### src/siv_pkg.sv
// Package with the shared constants, types and the byte-wide CRC step of the image validator.
`timescale 1ns / 1ps
package siv_pkg;

	localparam int unsigned RECORD_BYTES = 78;
	localparam int unsigned KEY_BYTES    = 32;
	localparam int unsigned SLOT_BYTES   = 4096;

	localparam logic [31:0] CRC_POLY  = 32'hEDB88320;
	localparam logic [31:0] ALL_ONES  = 32'hFFFFFFFF;
	localparam logic [31:0] IMG_MAGIC = 32'h31445243;
	localparam logic [16:0] HDR_BYTES = 17'd16;
	localparam logic [16:0] CRC_BYTES = 17'd4;

	localparam int unsigned IN_QUEUE_DEPTH  = 4;
	localparam int unsigned OUT_QUEUE_DEPTH = 2;

	// Configuration register indexes.
	localparam logic [1:0] REG_MAX_ENTRIES   = 2'd0;
	localparam logic [1:0] REG_MAX_SCOPE     = 2'd1;
	localparam logic [1:0] REG_MAX_STATE     = 2'd2;

	localparam logic [7:0] MAX_ENTRIES_RST = 8'd16;
	localparam logic [7:0] MAX_SCOPE_RST   = 8'd3;
	localparam logic [7:0] MAX_STATE_RST   = 8'd2;

	typedef enum logic [2:0] {
		FAULT_NONE      = 3'd0,
		FAULT_MAGIC     = 3'd1,
		FAULT_VERSION   = 3'd2,
		FAULT_LENGTH    = 3'd3,
		FAULT_TRUNCATED = 3'd4,
		FAULT_CRC       = 3'd5,
		FAULT_RECORD    = 3'd6
	} fault_t;

	typedef struct packed {
		logic [7:0] max_entries;
		logic [7:0] max_scope_kind;
		logic [7:0] max_record_state;
	} cfg_t;

	typedef struct packed {
		logic        image_ok;
		fault_t      fault_code;
		logic [7:0]  entry_count;
		logic [31:0] image_generation;
	} verdict_t;

	typedef struct packed {
		logic [7:0] image_byte;
		logic       end_of_image;
	} in_word_t;

	// One byte of the reflected CRC-32.
	function automatic logic [31:0] crc_byte(input logic [31:0] crc, input logic [7:0] b);
		logic [31:0] c;
		c = crc ^ {24'd0, b};
		for (int k = 0; k < 8; k++) begin
			c = c[0] ? ((c >> 1) ^ CRC_POLY) : (c >> 1);
		end
		return c;
	endfunction

endpackage

### src/siv_fifo.sv
// Small generic register queue used between the front, the scanner and the result port.
`timescale 1ns / 1ps
module siv_fifo #(
	parameter int unsigned WIDTH = 8,
	parameter int unsigned DEPTH = 4
) (
	input  logic             clk,
	input  logic             arst_n,
	input  logic             push,
	input  logic [WIDTH-1:0] wdata,
	output logic             full,
	input  logic             pop,
	output logic [WIDTH-1:0] rdata,
	output logic             empty
);
	localparam int unsigned PW = (DEPTH > 1) ? $clog2(DEPTH) : 1;
	localparam int unsigned CW = $clog2(DEPTH + 1);

	logic [WIDTH-1:0] mem_q [DEPTH];
	logic [PW-1:0]    wr_ptr_q, rd_ptr_q;
	logic [CW-1:0]    count_q;
	logic             do_push, do_pop;

	assign full    = (count_q == CW'(DEPTH));
	assign empty   = (count_q == '0);
	assign do_push = push && !full;
	assign do_pop  = pop && !empty;
	assign rdata   = mem_q[rd_ptr_q];

	// Storage is written at the tail.
	always_ff @(posedge clk) begin
		if (do_push) begin
			mem_q[wr_ptr_q] <= wdata;
		end
	end

	// Pointers and fill count.
	always_ff @(posedge clk or negedge arst_n) begin
		if (!arst_n) begin
			wr_ptr_q <= '0;
			rd_ptr_q <= '0;
			count_q  <= '0;
		end else begin
			if (do_push) begin
				wr_ptr_q <= (wr_ptr_q == PW'(DEPTH - 1)) ? '0 : wr_ptr_q + 1'b1;
			end
			if (do_pop) begin
				rd_ptr_q <= (rd_ptr_q == PW'(DEPTH - 1)) ? '0 : rd_ptr_q + 1'b1;
			end
			if (do_push && !do_pop) begin
				count_q <= count_q + 1'b1;
			end else if (do_pop && !do_push) begin
				count_q <= count_q - 1'b1;
			end
		end
	end
endmodule

### src/siv_scan.sv
// Back part: runs the CRC and the header and record checks over one byte per cycle in which take is high.
`timescale 1ns / 1ps
module siv_scan import siv_pkg::*; (
	input  logic       clk,
	input  logic       arst_n,
	input  cfg_t       cfg,
	input  logic       take,
	input  in_word_t   word,
	output logic       verdict_valid,
	output verdict_t   verdict
);
	logic [15:0] pos_q;
	logic [31:0] crc_q, hs_q, gen_q, acc_q, vfrom_q, limit_q;
	logic [7:0]  cnt_q;
	logic [15:0] len_q;
	logic [6:0]  off_q;
	logic        kz_q;
	logic        f_magic_q, f_ver_q, f_len_q, f_crc_q, f_rec_q;

	logic [7:0]  b;
	logic [16:0] pos_x, crc_off, crc_end, slot_lim;
	logic        in_slot, hdr_ok, crc_upd, hs_upd, rec_en;
	logic [31:0] crc_n, hs_n, gen_n, acc_n, vfrom_n, limit_n;
	logic [7:0]  cnt_n;
	logic [15:0] len_n, pos_n;
	logic [14:0] prod;
	logic [6:0]  off_n;
	logic        kz_cur, kz_n, bad;
	logic        f_magic_n, f_ver_n, f_len_n, f_crc_n, f_rec_n;
	logic [16:0] need_end;
	fault_t      code;

	assign b        = word.image_byte;
	assign pos_x    = {1'b0, pos_q};
	assign slot_lim = 17'(SLOT_BYTES);
	assign in_slot  = pos_x < slot_lim;
	assign crc_off  = HDR_BYTES + {1'b0, len_q};
	assign crc_end  = crc_off + CRC_BYTES;
	assign hdr_ok   = (pos_q >= 16'd14) && !(f_magic_q || f_ver_q || f_len_q);
	assign prod     = 15'(cnt_q) * 15'(RECORD_BYTES);

	// Header fields, CRC and image-level checks.
	always_comb begin
		crc_upd   = in_slot && (pos_q < 16'd16 || (hdr_ok && pos_x < crc_off));
		hs_upd    = in_slot && (pos_q < 16'd16 || (hdr_ok && pos_x < crc_end));
		crc_n     = crc_upd ? crc_byte(crc_q, b) : crc_q;
		hs_n      = hs_upd ? {b, hs_q[31:8]} : hs_q;
		f_magic_n = f_magic_q;
		f_ver_n   = f_ver_q;
		f_len_n   = f_len_q;
		f_crc_n   = f_crc_q;
		cnt_n     = cnt_q;
		gen_n     = gen_q;
		len_n     = len_q;
		if (in_slot && pos_q == 16'd3 && hs_n != IMG_MAGIC) f_magic_n = 1'b1;
		if (in_slot && pos_q == 16'd5 && hs_n[31:16] != 16'd1) f_ver_n = 1'b1;
		if (in_slot && pos_q == 16'd6) cnt_n = b;
		if (in_slot && pos_q == 16'd11) gen_n = hs_n;
		if (in_slot && pos_q == 16'd13) begin
			len_n = hs_n[31:16];
			if (cnt_q > cfg.max_entries || len_n != {1'b0, prod} ||
			    (HDR_BYTES + {1'b0, len_n} + CRC_BYTES) > slot_lim) begin
				f_len_n = 1'b1;
			end
		end
		if (in_slot && hdr_ok && pos_x == crc_end - 17'd1 && hs_n != ~crc_q) begin
			f_crc_n = 1'b1;
		end
		pos_n = (pos_q == 16'hFFFF) ? pos_q : pos_q + 16'd1;
	end

	// Record field checks.
	always_comb begin
		rec_en  = in_slot && hdr_ok && pos_q >= 16'd16 && pos_x < crc_off;
		acc_n   = {b, acc_q[31:8]};
		vfrom_n = vfrom_q;
		limit_n = limit_q;
		bad     = 1'b0;
		kz_cur  = (off_q == 7'd0) ? 1'b1 : kz_q;
		kz_n    = kz_cur;
		if ((off_q == 7'd3 || off_q == 7'd7 || off_q == 7'd36 || off_q == 7'd40) &&
		    acc_n == '0) bad = 1'b1;
		if (off_q == 7'd8 && b > cfg.max_scope_kind) bad = 1'b1;
		if (off_q == 7'd16) vfrom_n = acc_n;
		if (off_q == 7'd20 && acc_n != '0 && vfrom_q > acc_n) bad = 1'b1;
		if (off_q == 7'd28) begin
			limit_n = acc_n;
			if (acc_n == '0) bad = 1'b1;
		end
		if (off_q == 7'd32 && acc_n > limit_q) bad = 1'b1;
		if (off_q >= 7'd41 && off_q < 7'(41 + KEY_BYTES)) begin
			if (b != 8'd0) kz_n = 1'b0;
			if (off_q == 7'(40 + KEY_BYTES) && kz_n) bad = 1'b1;
		end
		if (off_q == 7'd73 && b > cfg.max_record_state) bad = 1'b1;
		off_n   = (off_q == 7'(RECORD_BYTES - 1)) ? 7'd0 : off_q + 7'd1;
		f_rec_n = f_rec_q || (rec_en && bad);
	end

	// Verdict with fixed priority among the faults.
	always_comb begin
		need_end = HDR_BYTES + {1'b0, len_n} + CRC_BYTES;
		if (f_magic_n) code = FAULT_MAGIC;
		else if (f_ver_n) code = FAULT_VERSION;
		else if (f_len_n) code = FAULT_LENGTH;
		else if (pos_n < 16'd14 || {1'b0, pos_n} < need_end) code = FAULT_TRUNCATED;
		else if (f_crc_n) code = FAULT_CRC;
		else if (f_rec_n) code = FAULT_RECORD;
		else code = FAULT_NONE;
		verdict_valid            = take && word.end_of_image;
		verdict.image_ok         = (code == FAULT_NONE);
		verdict.fault_code       = code;
		verdict.entry_count      = (code == FAULT_NONE) ? cnt_n : 8'd0;
		verdict.image_generation = (code == FAULT_NONE) ? gen_n : 32'd0;
	end

	// Scan state; cleared after each verdict.
	always_ff @(posedge clk or negedge arst_n) begin
		if (!arst_n) begin
			pos_q <= '0; crc_q <= ALL_ONES; hs_q <= '0; cnt_q <= '0; len_q <= '0;
			gen_q <= '0; off_q <= '0; acc_q <= '0; vfrom_q <= '0; limit_q <= '0;
			kz_q <= 1'b1; f_magic_q <= 1'b0; f_ver_q <= 1'b0; f_len_q <= 1'b0;
			f_crc_q <= 1'b0; f_rec_q <= 1'b0;
		end else if (take) begin
			if (word.end_of_image) begin
				pos_q <= '0; crc_q <= ALL_ONES; hs_q <= '0; cnt_q <= '0; len_q <= '0;
				gen_q <= '0; off_q <= '0; acc_q <= '0; vfrom_q <= '0; limit_q <= '0;
				kz_q <= 1'b1; f_magic_q <= 1'b0; f_ver_q <= 1'b0; f_len_q <= 1'b0;
				f_crc_q <= 1'b0; f_rec_q <= 1'b0;
			end else begin
				pos_q <= pos_n; crc_q <= crc_n; hs_q <= hs_n; cnt_q <= cnt_n;
				len_q <= len_n; gen_q <= gen_n;
				f_magic_q <= f_magic_n; f_ver_q <= f_ver_n; f_len_q <= f_len_n;
				f_crc_q <= f_crc_n; f_rec_q <= f_rec_n;
				if (rec_en) begin
					acc_q <= acc_n; vfrom_q <= vfrom_n; limit_q <= limit_n;
					kz_q <= kz_n; off_q <= off_n;
				end
			end
		end
	end
endmodule

### src/store_image_validator_core.sv
// Top level of the slot image validator: byte queue, scanner and verdict queue.
`timescale 1ns / 1ps
// Usage:
// Image bytes enter through a queue-style port: image_byte with end_of_image
// is taken at a clock edge where push is high and full is low. Every byte of
// an image is pushed in order from offset zero; the byte with end_of_image set
// closes the image and produces exactly one verdict word.
// Verdicts leave through a second queue port: while empty is low the oldest
// verdict (image_ok, fault_code, entry_count, image_generation) is on the
// ports, and it is taken at an edge where pop is high.
// Throughput is one byte per cycle while the verdict queue is not full, set
// by the byte-wide CRC step in the scanner. A byte is stored in the input
// queue and is scanned in the cycle it leaves it; its verdict is registered
// in the verdict queue and is visible from there.
// If pop stays low, the verdict queue fills and the scanner stops draining
// the input queue, which then raises full; nothing is lost.
// Reset clears both queues and the scan state and restores the limits to 16
// entries, scope kind 3, record state 2. The user must write configuration
// via cfg_write_en, cfg_index, cfg_data while the block is idle; not enforced.
module store_image_validator_core import siv_pkg::*; #(
	parameter int unsigned IN_DEPTH  = IN_QUEUE_DEPTH,
	parameter int unsigned OUT_DEPTH = OUT_QUEUE_DEPTH
) (
	input  logic        clk,
	input  logic        arst_n,
	input  logic        cfg_write_en,
	input  logic [1:0]  cfg_index,
	input  logic [7:0]  cfg_data,
	input  logic        push,
	output logic        full,
	input  logic [7:0]  image_byte,
	input  logic        end_of_image,
	output logic        empty,
	input  logic        pop,
	output logic        image_ok,
	output logic [2:0]  fault_code,
	output logic [7:0]  entry_count,
	output logic [31:0] image_generation
);
	cfg_t     cfg_q;
	in_word_t in_w, q_w;
	logic     q_empty, take, v_valid, v_full;
	verdict_t v_in, v_out;

	// Configuration registers.
	always_ff @(posedge clk or negedge arst_n) begin
		if (!arst_n) begin
			cfg_q.max_entries      <= MAX_ENTRIES_RST;
			cfg_q.max_scope_kind   <= MAX_SCOPE_RST;
			cfg_q.max_record_state <= MAX_STATE_RST;
		end else if (cfg_write_en) begin
			case (cfg_index)
				REG_MAX_ENTRIES: cfg_q.max_entries      <= cfg_data;
				REG_MAX_SCOPE:   cfg_q.max_scope_kind   <= cfg_data;
				REG_MAX_STATE:   cfg_q.max_record_state <= cfg_data;
				default: ;
			endcase
		end
	end

	// Front: byte queue.
	assign in_w.image_byte   = image_byte;
	assign in_w.end_of_image = end_of_image;

	siv_fifo #(.WIDTH($bits(in_word_t)), .DEPTH(IN_DEPTH)) u_in_q (
		.clk(clk), .arst_n(arst_n), .push(push), .wdata(in_w), .full(full),
		.pop(take), .rdata(q_w), .empty(q_empty)
	);

	// The scanner takes a word whenever one is queued and a verdict slot is free.
	assign take = !q_empty && !v_full;

	siv_scan u_scan (
		.clk(clk), .arst_n(arst_n), .cfg(cfg_q), .take(take), .word(q_w),
		.verdict_valid(v_valid), .verdict(v_in)
	);

	// Back: verdict queue.
	siv_fifo #(.WIDTH($bits(verdict_t)), .DEPTH(OUT_DEPTH)) u_out_q (
		.clk(clk), .arst_n(arst_n), .push(v_valid), .wdata(v_in), .full(v_full),
		.pop(pop), .rdata(v_out), .empty(empty)
	);

	assign image_ok         = v_out.image_ok;
	assign fault_code       = v_out.fault_code;
	assign entry_count      = v_out.entry_count;
	assign image_generation = v_out.image_generation;
endmodule
### config.mk
export PLATFORM = sky130hd
export DESIGN_NAME = store_image_validator_core
export DESIGN_NICKNAME = d
export VERILOG_FILES = /design/src/siv_pkg.sv /design/src/siv_fifo.sv /design/src/siv_scan.sv /design/src/store_image_validator_core.sv
export SDC_FILE = /design/constraint.sdc
export NUM_CORES = 1
export LEC_CHECK = 0
export BUFFER_PORTS_ARGS = -buffer_cell sky130_fd_sc_hd__buf_2
export CAP_MARGIN = 20
export CELL_PAD_IN_SITES_DETAIL_PLACEMENT = 0
export CELL_PAD_IN_SITES_GLOBAL_PLACEMENT = 1
export CORE_UTILIZATION = 53
export CTS_BUF_LIST = sky130_fd_sc_hd__clkbuf_8
export CTS_CLUSTER_DIAMETER = 50
export DETAILED_ROUTE_END_ITERATION = 8
export GPL_ROUTABILITY_DRIVEN = 0
export PLACE_DENSITY_LB_ADDON = 0.1
export SETUP_SLACK_MARGIN = 0.05
export SKIP_LAST_GASP = 1
export SYNTH_ARGS = -nofsm -noshare
export SYNTH_HDL_FRONTEND = slang
export SYNTH_SLANG_ARGS = --single-unit
### constraint.sdc
create_clock -name clk -period 14.5 [get_ports clk]
set_input_delay 1.45 -clock clk [delete_from_list [all_inputs] [get_ports clk]]
set_output_delay 1.45 -clock clk [all_outputs]
set_load 0.02 [all_outputs]
-- Yosys cells after proc, flatten, opt, wreduce, memory -nomap -nowiden
Memories as Yosys holds them, arrays and structs flattened.
Index checks and enable logic that the tools add are counted.
- add/sub/neg operators: 17
- $mul: 1
- order comparisons: 16
- equal/unequal tests: 29
- multiplexer cells: 76
- bitwise operators: 10
- reduce and logical (&&, ||, !) cells: 77
- operator list (kind ; count):
    $mux 32 ; 23
    $not 13->14 ; 8
    $gt 32x32->1 ; 2
    $mux 16 ; 4
    $add 17x3->17 const B ; 3
    $add 5x16->17 const A ; 3
    $lt 16x17->1 ; 3
    $logic_and 1x1->1 ; 36
    $eq 16x3->1 const B ; 2
    $eq 16x4->1 const B ; 2
    $logic_not 32->1 ; 1
    $ne 32x30->1 const B ; 1
    $ne 32x32->1 ; 1
    $not 32->32 ; 1
    $reduce_bool 32->1 ; 1
    $xor 32x8->32 ; 1
    $mux 1 ; 31
    $gt 8x8->1 ; 3
    $mux 3 ; 8
    $mux 8 ; 3
    $eq 7x5->1 const B ; 3
    $eq 7x6->1 const B ; 3
    $eq 7x7->1 const B ; 3
    $mux 7 ; 3
    other kinds (38) ; 77
- bits in registers: 280
- memory bits (writable): 124
- input port bits: 24
- output and inout bits: 46
- logic and storage cells: 253
- memories: 2
- memories (memory ; depth ; width ; read ports ; clocked after Yosys merged registers in ; wr ports ; RTL line ; text):
    u_out_q.mem_q ; 2 ; 44 ; 1 ; 0 ; 1 ; siv_fifo.sv:19 ; logic [WIDTH-1:0] mem_q [DEPTH];
    u_in_q.mem_q ; 4 ; 9 ; 1 ; 0 ; 1 ; siv_fifo.sv:19 ;

-- Logic depth before layout (Yosys ltp)
Gate-level depths: netlist (run 1).
- depth after elaboration: 24
- depth in mapped cells: 36
- depth with buffers taken out: 31

-- By module
From an unflattened synthesis (run 1), not the netlist that was laid out.
- cells, all modules: 2349
- area, all modules: 24887.6 µm²
- modules (own cells, without submodules) (module ; instances ; cells an instance ; area an instance (µm²) ; sequential area each (µm²)):
    siv_scan ; 1 ; 2057 ; 18641.6 ; 5972.0
    siv_fifo at u_out_q ; 1 ; 156 ; 3572.2 ; 2742.6
    siv_fifo at u_in_q ; 1 ; 84 ; 1752.9 ; 1256.2
    store_image_validator_core ; 1 ; 52 ; 920.9 ; 605.6

-- Worst setup path after synthesis (run 1)
OpenSTA, ideal clock, no wires.
- path type: reg2reg
- from: reg u_scan.len_q[5]
- to: mem u_out_q.mem_q[0][10] (netlist name), data pin
- setup time: 0.259 ns
- data arrival time: 6.662 ns
- data required time: 14.241 ns
- setup slack: 7.579 ns
- stages on the path, launching flop included: 35
- buffers on the path: 5
- period minus slack after synthesis: 6.921 ns
- cell sequence: dfrtp_1 ha_1 buf_2 and3b_1 o221ai_1 a21oi_4 or2_2 clkbuf_1 ha_1 nand4_1 a221o_1 a32oi_1 a221oi_1 o21a_2 o22ai_4 buf_2 mux2i_1 o21ai_0 ha_1 inv_1 ha_1 a21o_1 a21o_1 a21o_1 a21o_1 a21oi_1 nor2b_1 o311ai_1 a21boi_0 o41ai_1 a31oi_1 nand4bb_1 buf_2 buf_2 nor2_1
- word-level cells in the longest chain between the ends: 18
- elaborated cells between the ends (all ways): 45
- classes of those cells: 7 x add/sub; 4 x order compare; 5 x eq/ne; 15 x mux; 14 x reduce/logical
- RTL lines (item ; RTL line ; text):
    start: declaration ; siv_scan.sv:15 ; logic [15:0] len_q;
    start signal: assignment ; siv_scan.sv:132 ; len_q <= len_n; gen_q <= gen_n;
    $add 5x16->17 ; siv_scan.sv:37 ; assign crc_off = HDR_BYTES + {1'b0, len_q};
    $add 17x3->17 ; siv_scan.sv:38 ; assign crc_end = crc_off + CRC_BYTES;
    $lt 16x17->1 ; siv_scan.sv:45 ; hs_upd = in_slot && (pos_q < 16'd16 || (hdr_ok && pos_x < crc_end));
    $logic_and 1x1->1 ; siv_scan.sv:45 ;
    $logic_or 1x1->1 ; siv_scan.sv:45 ;
    $logic_and 1x1->1 ; siv_scan.sv:45 ;
    $mux 32 ; siv_scan.sv:47 ; hs_n = hs_upd ? {b, hs_q[31:8]} : hs_q;
    $mux 16 or $add 5x16->17 (tied branches) ; siv_scan.sv:59, siv_scan.sv:62 ;
    [... 3 more ...] ; - ;
    $logic_or 1x1->1 or $mux 1 (tied branches) ; siv_scan.sv:106, siv_scan.sv:61 ;
    $mux 3 or $mux 1 (tied branches) ; siv_scan.sv:106, siv_scan.sv:59 ;
    $mux 3 ; siv_scan.sv:105 ; else if (f_len_n) code = FAULT_LENGTH;
    $mux 3 ; siv_scan.sv:104 ; else if (f_ver_n) code = FAULT_VERSION;
    $mux 3 ; siv_scan.sv:103 ; if (f_magic_n) code = FAULT_MAGIC;
    $logic_not 3->1 ; siv_scan.sv:114 ; verdict.image_generation = (code == FAULT_NONE) ? gen_n : 32'd0;
    $mux 32 (*) ; siv_scan.sv:114 ;
    via u_out_q.wdata[10] ; siv_fifo.sv:10 ; input logic [WIDTH-1:0] wdata,
    end: declaration ; siv_fifo.sv:19 ;
Mark *: on every way through the listed nets, which the timed path passes. The rest lies on a longest branch.

-- Worst setup path after layout (run 1)
- from: reg u_scan.len_q[4]
- to: mem u_out_q.mem_q[1][27] (netlist name), data pin
Same word-level chain as after synthesis.

==> results of run 1 <==
-- synth_stat cells, drive strengths merged (9+ instances only) --
library cell	count	share of area, %
a21o	23	0.71
a21oi	76	1.7
a22o	109	3.9
a31oi	39	1.0
and2	20	0.52
and3	13	0.34
buf	30	0.68
clkbuf	109	1.7
dfrtp	235	24
dfstp	37	4.0
edfxtp	124	15
fa	12	0.99
ha	172	8.9
inv	137	2.1
mux2	66	3.1
mux2i	41	1.7
nand2	250	3.9
nand2b	17	0.44
nand3	49	1.0
nand4	43	1.2
nor2	140	2.2
nor2b	32	0.82
nor3	41	0.87
nor3b	9	0.40
nor4	33	0.85
nor4b	10	0.36
o21a	20	0.62
o21ai	188	3.9
o31ai	10	0.33
or3	11	0.28
xnor2	135	4.9
xor2	80	3.0
-- how the worst max path moves through the flow --
stage                                      from  slack, ps                              to  cells after the start
floorplan           u_scan.len_q[5]$_DFFE_PN0P_       7580  u_out_q.mem_q[0][10]$_DFFE_PP_                     34
global placement    u_scan.len_q[4]$_DFFE_PN0P_       6090  u_out_q.mem_q[0][11]$_DFFE_PP_                     30
detailed placement  u_scan.len_q[4]$_DFFE_PN0P_       5770  u_out_q.mem_q[0][29]$_DFFE_PP_                     31
CTS                 u_scan.len_q[4]$_DFFE_PN0P_       5720  u_out_q.mem_q[0][29]$_DFFE_PP_                     31
global route        u_scan.len_q[4]$_DFFE_PN0P_       5070  u_out_q.mem_q[0][29]$_DFFE_PP_                     30
finish              u_scan.len_q[4]$_DFFE_PN0P_       5640  u_out_q.mem_q[1][27]$_DFFE_PP_                     31
-- cell type report --
class | count | area, um^2 | share of cell area [%]
clock buffers | 81 | 1110 | 4.20
flip-flops and latches | 396 | 10600 | 39.9
well taps | 600 | 751 | 2.83
repair buffers | 98 | 651 | 2.45
clock inverters | 51 | 275 | 1.04
inverters | 138 | 518 | 1.95
multi-input cells | 1744 | 12600 | 47.7
-- per-stage QoR --
| stage | setup slack [ps] | hold WS (ps) | power [mW] |
|---|---|---|---|
| after floorplan | 7580 | 450 | 3.38 |
| after global placement | 6090 | 462 | 4.06 |
| after detailed placement | 5770 | 470 | 4.12 |
| after CTS | 5720 | 482 | 5.16 |
| after global routing | 5070 | 491 | 5.46 |
| final | 5640 | 481 | 5.16 |
-- critical path, delay by kind of cell, from the launching register on --
| kind | cells | cell delay [ps] |
|---|---|---|
| buf+inv | 1 | 480 |
| fa+ha+maj | 4 | 1270 |
| flops | 1 | 610 |
| compound gates | 15 | 4060 |
| mux | 1 | 300 |
| xor+xnor | 1 | 110 |
| simple gates | 9 | 1720 |
-- logic make-up after synthesis --
family | count (synthesis) | synth area share [%]
AO/OA/AOI/OAI | 529 | 14.4
XOR/XNOR | 215 | 7.84
adder cells (fa/ha/maj) | 184 | 9.86
buffers and inverters | 277 | 4.50
flip-flops | 396 | 43.6
multiplexers | 115 | 5.51
AND/OR/NAND/NOR | 701 | 14.3
-- flip-flops by register name (all words and copies together) (netlist names), 2 cells and up --
signal / count
u_out_q.mem_q: 88
u_scan.off_q: 7
u_scan.acc_q: 24
u_scan.len_q: 16
u_scan.gen_q: 32
u_scan.limit_q: 32
u_scan.hs_q: 32
u_in_q.rd_ptr_q: 2
u_in_q.wr_ptr_q: 2
u_scan.vfrom_q: 32
u_out_q.count_q: 2
cfg_q: 24
u_scan.crc_q: 32
u_scan.pos_q: 16
u_scan.cnt_q: 8
u_in_q.count_q: 3
u_in_q.mem_q: 36
-- metal layers --
layer / share of wire [%] / vias to the layer above
met2: 46 / 560
met1: 45 / 9262
met3: 5.8 / 139
met4: 2.9 / 0
li1: - / 8698
met5: 0 / -
-- power by group --
part | internal [mW] | switching, mW | total (mW)
clock network | 0.536 | 0.488 | 1.02
registers | 1.44 | 0.241 | 1.68
logic | 0.923 | 1.53 | 2.46
==> results.md, run 1 <==
- The flow ran to the end, and the final reports show no timing, DRC or antenna violations.
- The layer with the highest usage is met2.
- The kind of path behind the tightest hold check is reg -> reg.
- In this run, post-CTS repair resized a total of 0 instances.
- In this run the static leakage power is 11.2 nW.
- The total overflow left after global routing is 0.
- The placed instances occupy a cell area of 0.0251 mm^2.
- Input and output buffers added on the ports amount to 69.
- The placeable core region is 0.0453 mm^2.
- The worst setup path is of the reg -> reg kind.
- The synthesized net count is 2625.
- The maximum net fanout on the critical path is 42.
- The post-route core utilization is 58.6%.
- For this run, asynchronously set or reset flops after synthesis account for 68.7%.
- In the synthesized netlist the dominant register cell turns out to be dfrtp_1.
- Leaving out fill and tap cells, the most frequent cells in the layout are nand2_1, dfrtp_1, o21ai_0.
- The layout has 3974 filler cells.
- The finished cells cover 0.0265 mm^2.
- The layout overhead on the synthesized area is 9.34%.
- For this design, the slowest cell found on the critical path is o22ai_4.
- The clock tree synthesis step divided the H-tree into 3 levels.
- Adding up every negative setup slack in the final design gives 0 ps.
- The worst hold path was traced through 2 stages.
- For this run, the slowest stage of the critical path takes 890 ps.
- In this run the power density over the cells is 194 mW/mm^2.
- The average routed wire per standard cell is 21.5 um.
- The clock tree from TritonCTS is done.
- For the pin with the worst max-slew slack, the measured transition is 1170 ps.
- In the finished design, the share of the clock period the worst path needs comes to 61.1%.
- The number of rows in the core area is 78.
- The met3 layer usage reported by global route is 4.96%.
- The synthesis-stage register bit count is 396.
- The final max-slew violation count is 0.
- The first-pass GRT wire length is 106000 um.
- The total placed cells including tap cells is 2973.
- Clock-pin slew was measured on the worst setup and hold paths at 60 ps.
- The count of warnings emitted by yosys is 0.
- The total routed wirelength is 66700 um.
- The worst ir drop on vdd is 0.321 mV.
- The number of iterations in the first detailed-routing pass is 6.
- The number of nets in the finished design is 2658.
- The required arrival time at the worst endpoint is 14840 ps.
- The maximum operating frequency is 113 MHz.
- The largest net degree at the start of global routing is 91.
- The number of CTS-inserted buffers is 72.
- The cell sitting at the root of the clock tree is a clkbuf_8.
- The DRC violation count after routing is 0.
- The slack of the worst reg-to-reg path is 5640 ps.
- The capture endpoint of the worst hold path is u_scan.gen_q[22]$_DFFE_PN0P_.
- Measured in cells, the most critical reg-to-reg path has a length of 31.
- The most common cell after layout, fill and taps aside is nand2_1.
- Setup repair after global routing left no endpoint under its margin.
- The count of endpoints failing hold in the final timing report is 0.
- STA puts the critical path data arrival time at 9200 ps.
- The height of the die is 216 um.
- Clock latency on the worst-skew pair, taken at its later pin, is 670 ps.
- The unique cell type count in the Yosys netlist is 84.
- The total track usage is 29.1%.
- The startpoint of the worst-slack reg-to-reg timing path is u_scan.len_q[4]$_DFFE_PN0P_.
- The netlist area before placement is 0.0243 mm^2.
- Global routing consumed, on the met1 layer, 40.6% of the routing resources.
- The number of global-route vias before repair is 18.5k.
- Measured against its own limit, the worst slew margin works out to 22.0%.
- For this run, global-route usage on met2 was measured as 45.6%.
- STA classifies the critical path endpoint as a flop.
- The overall die width is 216 um.
- The final antenna-violating net count is 0.
- In the synthesized netlist, the number of instances is 2417.
- The finished layout holds 3108 standard cells, fillers aside.
- The tool flagged a number of max-cap violations equal to 0.
- Buffers inserted to repair hold after CTS numbered 0.
- The initial core utilization is 53.6%.
- The overall via count from detail_route is 18.7k.
- The fraction of final layout cells sized beyond drive strength 1 is 13.6%.
- STA classifies the critical path startpoint as a flop.
- A synthesized cell averages 10.0 um^2.
- The number of DRC markers after the initial detailed-route iteration is 1500.
- In this run, synthesis inferred 124 flip-flops with an integrated enable.
- The full die area is 0.0467 mm^2.
- The worst setup skew after layout is 49.8 ps.
- Sequential cells were found to cover 43.6% of the synthesized design area.
- The maximum clock insertion buffer count is 3.
- The smallest clock period supported by the final layout is computed as 8860 ps.
- The placed wire-length estimate is 46300 um.
- After detailed routing, the number of vias per cell comes to 6.00.
- The reg-to-reg critical path endpoint is u_out_q.mem_q[1][27]$_DFFE_PP_.
- Post-CTS timing repair inserted 0 buffers for setup.
- The number of antenna cells inserted is 0.
- In this design, the critical path's most frequently occurring cell is ha_1.
- Setup violations remaining at the end of the flow were counted as 0.
- The number of antenna violations at the first check in global routing is 0.
- The number of top-level pins is 70.
- For this design, the sink count on the clock tree is 396.
- The startpoint identified for the worst hold timing path is u_scan.gen_q[22]$_DFFE_PN0P_.
No activity file was read; power rests on OpenSTA's default activity.
==> inputs of run 2 (changes only) <==
ABC_AREA = 1   (was not set)
CORE_UTILIZATION = 45   (was 53)
clock period = 7.53 ns   (was 14.5 ns; I/O delays follow)
==> results.md, run 2 <==
- The type of origin of the critical path is a flop.
- The clock tree root buffer cell is clkbuf_8.
- The checks that failed: DRC.
- The instance count of the mapped netlist is 2959.
- The routed design has 70900 um of wire.
- Counting flops with an async set or reset pin after synthesis yields a share of 68.7%.
- On the final layout, the worst clock skew is 33.3 ps.
- The number of flops mapped to enable cells by yosys is 124.
- The most used flip-flop cell after synthesis is dfrtp_1.
- In this run the worst path has a maximum fanout of 31.
- The placeable core region is 0.0538 mm^2.
- Across the VDD grid, the largest voltage drop is 0.284 mV.
- The reg-to-reg critical path endpoint is u_out_q.mem_q[0][31]$_DFFE_PP_.
- The shortest period the worst path allows is 6940 ps.
- Compared with the post-synthesis result, the final layout area differs by 10.9%.
- The H-tree depth reported by CTS is 3.
- For this run, the share of the core covered by cells in the final layout is 50.4%.
- The average routed wire per standard cell is 18.6 um.
- The clock network latency to the later pin of the worst-skew pair is 670 ps.
- The total global routing overflow is 0.
- For this run, the number of Yosys warnings is 0.
- The number of global-route vias before repair is 19.6k.
- The startpoint identified for the worst register-to-register timing path is u_scan.len_q[4]$_DFFE_PN0P_.
- The number of top-level pins is 70.
- The number of DRC markers after the initial detailed-route iteration is 1550.
- The number of nets in the finished design is 3262.
- The mean cell area of the mapped netlist is 8.27 um^2.
- The library cell used most frequently in the layout, excluding fill and tap cells, is nand2_1.
- The largest net degree at the start of global routing is 89.
- The most flop-heavy register is u_out_q.mem_q.
- The setup-violating endpoint count in the final report is 0.
- Of the total synthesized cell area, the portion taken by AND, OR, NAND and NOR gates is 22.3%.
- The final antenna-violating net count is 0.
- The data arrival time of the critical path is 7400 ps.
- The top cell type by total area after synthesis is dfrtp_1.
- Measured against its own limit, the worst slew margin works out to 25.9%.
- The area share of the largest cell type after synthesis is 24.0%.
- The capture point of the critical path is u_out_q.mem_q[0][31]$_DFFE_PP_.
- The count of endpoints failing hold in the final timing report is 0.
- The synthesized net count is 3167.
- The clock drives 396 sinks.
- For this run, the slowest stage of the critical path takes 490 ps.
- In this run the register-to-register setup slack is 590 ps.
- By area the synthesized netlist is led by dfrtp_1, edfxtp_1, nand2_1, ha_1, inv_1.
- The final max-slew violation count is 0.
- The number of CTS-inserted buffers is 76.
- The first-pass GRT wire length is 112000 um.
- By instance count, the leading cell after synthesis is nand2_1.
- After legalization and detailed placement, the total HPWL measured 51100 um.
- Dividing the final minimum period by the clock period gives 92.1%.
- The die is 235 um tall.
- Of the total synthesized cell area, the portion taken by full adders, half adders and majority gates is 9.78%.
- The overall via count from detail_route is 20.4k.
- For this run, the total global-route usage over all layers was measured as 25.9%.
- In the final layout, the registers with the most flip-flops are u_out_q.mem_q x88, u_in_q.mem_q x36.
- The worst setup path is captured at a flop.
- Leaving out fill and tap cells, the most frequent cells in the layout are nand2_1, inv_1, o21ai_0.
- For the worst flop-to-flop path, the logic depth is 43.
- The proportion of synthesized chip area in sequential cells is 43.2%.
- After clock tree synthesis, the flow added hold-fix buffers numbering 0.
- The number of antenna violations at the first check in global routing is 2.
- After synthesis the netlist holds a flip-flop and latch count of 396.
- In this run the static leakage power is 12.8 nW.
- The number of rows in the core area is 85.
- The multi-input combinational cells in the finished layout cover a total of 0.0121 mm^2.
- The worst hold path belongs to the class in -> async.
- In this run the worst setup path begins at u_scan.len_q[4]$_DFFE_PN0P_.
- Summing the areas of all xor and xnor instances in the mapped netlist gives 5.47% of the synthesized area.
- Once the floorplan was initialized, standard cells occupied 45.5% of the core.
- The die covers 0.0553 mm^2.
- The synthesized netlist occupies a cell area of 0.0245 mm^2.
- Setup repair after global routing left no endpoint under its margin.
- The flow ran to the end, but the final reports show violations.
- The cell that appears most often on the critical path is nand2_1.
- In the synthesized netlist, the cells that appear most often are nand2_1, inv_1, o21ai_0.
- The count of fill cells added during filler insertion is 5203.
- The classification of the worst setup path is reg -> reg.
- The clock slew seen by the registers of the worst setup and hold paths is 60 ps.
- Using the TritonRoute via totals, the vias-per-cell ratio works out to 5.36.
- TritonCTS built the clock tree.
- The maximum clock insertion buffer count is 3.
- The maximum operating frequency is 144 MHz.
- The number of max-cap violations is 0.
- Summing all flip-flop and latch instances after layout gives 0.0106 mm^2.
- The count of port buffers added during placement is 69.
- The combinational family with the most area after synthesis is simple AND/OR/NAND/NOR gates.
- The flip-flop count of the largest register after layout is 88.
- The largest individual stage delay along the critical path comes from the cell dfrtp_1.
- The proportion of synthesized area in mux cells is 0%.
- After detailed routing, the number of remaining DRC violations is 1.
- The unique cell type count in the Yosys netlist is 63.
- Adding up every negative setup slack in the final design gives 0 ps.
- Measured along the x axis, the die boundary spans 235 um.
- The power per standard cell area is 455 mW/mm^2.
- The required arrival time at the worst endpoint is 8000 ps.
- For this run, the detailed router's first-pass iteration total came to 7.
- For the pin with the worst max-slew slack, the measured transition is 1110 ps.
- The fraction of final layout cells sized beyond drive strength 1 is 10.9%.
- Summing the areas of all compound-gate instances in the mapped netlist gives 11.5% of the synthesized area.
[run 2: cell count changes in the layout (fill, tap and decap cells not counted), moves of 37 or more]
cell     before  now
a22o_1      109    0
inv_1       167  393
mux2_2       65    0
mux2i_1      41    0
nand2_1     249  786
nand3_1      48  160
nor3_2        2   39
o21ai_0     182  267
o22ai_1       5   73
xnor2_1     135   41
[run 2: where the power goes]
group,internal [mW],switching (mW),leakage (nW)
registers,2.99,0.392,4.73
clock network,1.08,0.954,0.842
logic,2.24,4.68,7.18
total,6.31,6.03,12.8
[run 2: routing by layer]
layer | track usage, % | vias to the layer above | part of all wire (%)
li1 | - | 10000 | -
met1 | 35.6 | 9705 | 46
met2 | 40.9 | 567 | 46
met3 | 5.01 | 129 | 5.7
met4 | 8.67 | 2 | 2.8
met5 | 0 | - | 0.018
[run 2: worst min-delay path by stage]
stage,start,slack [ps],to,depth (start not counted)
after floorplan,u_scan.kz_q$_DFFE_PN1P_,440,u_scan.kz_q$_DFFE_PN1P_,2
after global placement,u_scan.kz_q$_DFFE_PN1P_,450,u_scan.kz_q$_DFFE_PN1P_,2
after detailed placement,u_scan.kz_q$_DFFE_PN1P_,470,u_scan.kz_q$_DFFE_PN1P_,2
after CTS,arst_n,90,u_scan.len_q[0]$_DFFE_PN0P_,1
after global routing,arst_n,120,u_scan.len_q[0]$_DFFE_PN0P_,1
final,arst_n,100,u_scan.len_q[0]$_DFFE_PN0P_,1
[run 2: final cells by class]
class,instances,share of cell area (%)
Antenna cell,1,0.00923
Clock buffer,83,4.21
Tap cell,696,3.21
Timing Repair Buffer,116,2.70
Inverter,371,5.13
Sequential cell,396,39.0
Clock inverter,54,1.09
Multi-Input combinational cell,2093,44.6
[run 2: cells by family after synthesis]
group,count (synthesis)
buffers and inverters,470
AND/OR/NAND/NOR,1247
adder cells (fa/ha/maj),184
AO/OA/AOI/OAI,510
flip-flops,396
XOR/XNOR,152
[run 2: repair_timing]
| item | 4_1_cts | 5_1_grt |
|---|---|---|
| setup endpoints to repair | 0 | 58 |
| buffers inserted | 0 | 10 |
| gates resized for setup | 0 | 4 |
[run 2: critical path: cells and delay by family (launching register included)]
kind | cells | cell delay (ps)
adders and majority gates | 3 | 900
buffers and inverters | 7 | 670
AOI/OAI and AO/OA | 2 | 380
and+or+nand+nor | 29 | 3730
DFF | 1 | 490
xor gates and xnor gates | 2 | 460
[run 2: stage by stage]
step | hold WS [ps] | cells | cell area (um^2) | power, mW | worst slack (ps)
final | 102 | 3810 | 27100 | 12.3 | 595
after global routing | 119 | 3810 | 27100 | 13.3 | 31.2
after CTS | 94.0 | 3799 | 27000 | 12.4 | 464
after detailed placement | 466 | 3662 | 25600 | 10.3 | 503
after global placement | 453 | 3662 | 25600 | 10.2 | 689
after floorplan | 444 | 2959 | 24500 | 8.13 | 1850
==> inputs of run 3 (changes only) <==
CORE_UTILIZATION = 44   (was 45)
CTS_BUF_LIST = sky130_fd_sc_hd__clkbuf_4 sky130_fd_sc_hd__clkbuf_8 sky130_fd_sc_hd__clkbuf_16   (was sky130_fd_sc_hd__clkbuf_8)
==> results.md, run 3 (same netlist as run 2, synthesis figures left out) <==
- In this run, the number of DRC markers left after iteration 0 of detailed routing was 1276.
- The total design power is 13.0 mW.
- The clock passes through at most 3 buffers.
- The number of nets in the finished design is 3236.
- Across every metal layer, demand over resource in global routing totals 25.4%.
- Of all nets on the critical path, the largest fanout is 41.
- Of the cells placed in the final design, the portion with a size suffix greater than 1 is 10.9%.
- The worst path meets setup with 811 ps of slack.
- The number of global-route vias before repair is 20.0k.
- The number of cell instances on the worst register-to-register path is 52.
- The standard cell with the maximum stage delay on the critical path is dfrtp_1.
- The placed wire-length estimate is 51300 um.
- The final antenna-violating net count is 0.
- Input and output buffers added on the ports amount to 69.
- Summed over all layers, the global routing overflow is 0.
- The post-route core utilization is 50.2%.
- The flow ran to the end, and the final reports show no timing, DRC or antenna violations.
- The total of hold buffers inserted after clock tree synthesis is 0.
- The number of max-cap violations is 0.
- The flip-flop count of the largest register after layout is 88.
- The total placed cells including tap cells is 3713.
- After detailed routing, the number of remaining DRC violations is 0.
- The critical path starts at u_scan.len_q[4]$_DFFE_PN0P_.
- The full die area is 0.0565 mm^2.
- The power per standard cell area is 470 mW/mm^2.
- The category of the worst setup path capture point is a flop.
- The most flop-heavy register is u_out_q.mem_q.
- With fillers left out, the area of the finished cells amounts to 0.0276 mm^2.
- The final max-slew violation count is 0.
- The first-pass GRT wire length is 112000 um.
- The data arrival time of the critical path is 7050 ps.
- In this run, CTS created clock tree buffers numbering 55.
- The placeable core region is 0.0550 mm^2.
- In this run the worst hold path is classified as in -> async.
- The clock sink count is 396.
- The finished layout holds 3821 standard cells, fillers aside.
- The count of endpoints failing hold in the final timing report came to 0.
- The slack of the worst reg-to-reg path is 810 ps.
- The standby leakage power is 12.8 nW.
- For this run, the slowest stage of the critical path takes 470 ps.
- The H-tree generated during clock tree synthesis spans 2 levels.
- The capture point of the critical path is u_out_q.mem_q[1][39]$_DFFE_PP_.
- Setup repair after global routing left no endpoint under its margin.
- The worst setup path is of the reg -> reg kind.
- In this run the tightest slew margin relative to its limit is 23.9%.
- The average routed wire per standard cell is 18.6 um.
- The reg-to-reg critical path endpoint is u_out_q.mem_q[1][39]$_DFFE_PP_.
- The overall die width is 238 um.
- The largest registers in the layout are u_out_q.mem_q x88, u_in_q.mem_q x36.
- The height of the die is 238 um.
- Using the TritonRoute via totals, the vias-per-cell ratio works out to 5.32.
- The number of top-level pins is 70.
- The final period utilization is 89.2%.
- The pin slew with the least headroom to its limit is 1140 ps.
- The total routed wirelength is 71000 um.
- The largest net degree at the start of global routing is 150.
- The maximum operating frequency is 149 MHz.
- The cell area after placement is 0.0257 mm^2.
- The startpoint of the worst-slack reg-to-reg timing path is u_scan.len_q[4]$_DFFE_PN0P_.
- The initial utilization of the core area, before any placement, comes to 44.5%.
- The first detailed-routing pass took 7 iterations.
- The tightest hold path in the finished design has a slack of 261 ps.
- Leaving out fill and tap cells, the most frequent cell in the layout is nand2_1.
- The number of antenna cells inserted is 0.
- The overall via count from detail_route is 20.3k.
- The top cell types in the final layout, fill and taps aside, are nand2_1, inv_1, o21ai_0.
- The layout overhead on the synthesized area is 12.8%.
- STA classifies the critical path startpoint as a flop.
- The clock slew seen by the registers of the worst setup and hold paths is 60 ps.
- The most common cell type on the critical path is nand2_1.
- Setup total negative slack on the finished layout was measured at 0 ps.
- The number of antenna violations at the first check in global routing is 0.
- At the later pin of the worst-skew pair, clock insertion delay measures 620 ps.
- Setup violations remaining at the end of the flow were counted as 0.
- The root buffer cell chosen for the clock tree is clkbuf_16.
- The worst ir drop on vdd is 0.314 mV.
- Across the routed clock network, the largest skew measured is 21.8 ps.
- The worst path in the final design needs a cycle of 6720 ps, including I/O delays and setup.
- At the worst endpoint, the required time is 7860 ps.
- The number of rows in the core area is 86.
- The clock tree from TritonCTS is done.
- Prior to clock tree synthesis, the placed netlist has a worst setup slack of 537 ps.
- The count of fill cells added during filler insertion is 5298.
==> run 3: how the worst min path moves through the flow <==
| stage | start | endpoint | cells after the start |
|---|---|---|---|
| 4_1_cts | arst_n | u_scan.limit_q[22]$_DFFE_PN0P_ | 1 |
| 3_3_place_gp | u_scan.kz_q$_DFFE_PN1P_ | u_scan.kz_q$_DFFE_PN1P_ | 2 |
| 2_1_floorplan | u_scan.kz_q$_DFFE_PN1P_ | u_scan.kz_q$_DFFE_PN1P_ | 2 |
| 6_report | arst_n | u_scan.limit_q[23]$_DFFE_PN0P_ | 1 |
| 5_1_grt | arst_n | u_scan.limit_q[23]$_DFFE_PN0P_ | 1 |
| 3_5_place_dp | u_scan.kz_q$_DFFE_PN1P_ | u_scan.kz_q$_DFFE_PN1P_ | 2 |
==> run 3: where the power goes <==
group | switching, mW | internal, mW | total, mW | leakage (nW)
logic | 4.75 | 2.25 | 6.99 | 7.16
clock network | 1.05 | 1.56 | 2.62 | 0.897
registers | 0.372 | 2.99 | 3.36 | 4.73
==> run 3: layout make-up <==
type,count,area (um^2),share of cell area (%)
multi-input cells,2093,12100,43.9
well taps,748,936,3.39
flip-flops and latches,396,10600,38.3
repair buffers,111,733,2.66
clock inverters,36,368,1.33
inverters,371,1390,5.05
clock buffers,66,1480,5.38
==> run 3: critical path, delay by kind of cell, from the launching register on <==
| family | cells | cell delay, ps |
|---|---|---|
| flops | 1 | 470 |
| compound gates | 2 | 360 |
| simple gates | 37 | 3400 |
| xor+xnor | 2 | 240 |
| buf+inv | 7 | 830 |
| fa+ha+maj | 4 | 1060 |
==> run 3: routing by layer <==
metal | track usage [%] | wire length (um) | vias up
li1 | - | - | 9964
met1 | 33.9 | 31800 | 9748
met2 | 42.1 | 33400 | 508
met3 | 4.03 | 3760 | 117
met4 | 8.13 | 2040 | 0
met5 | 0 | 0 | -
==> run 3: timing repair <==
item                                    4_1_cts  5_1_grt
buffers inserted                              0        5
hold endpoints to repair                      0        0
endpoints found under the setup margin        0       84
resized for setup                             0        5
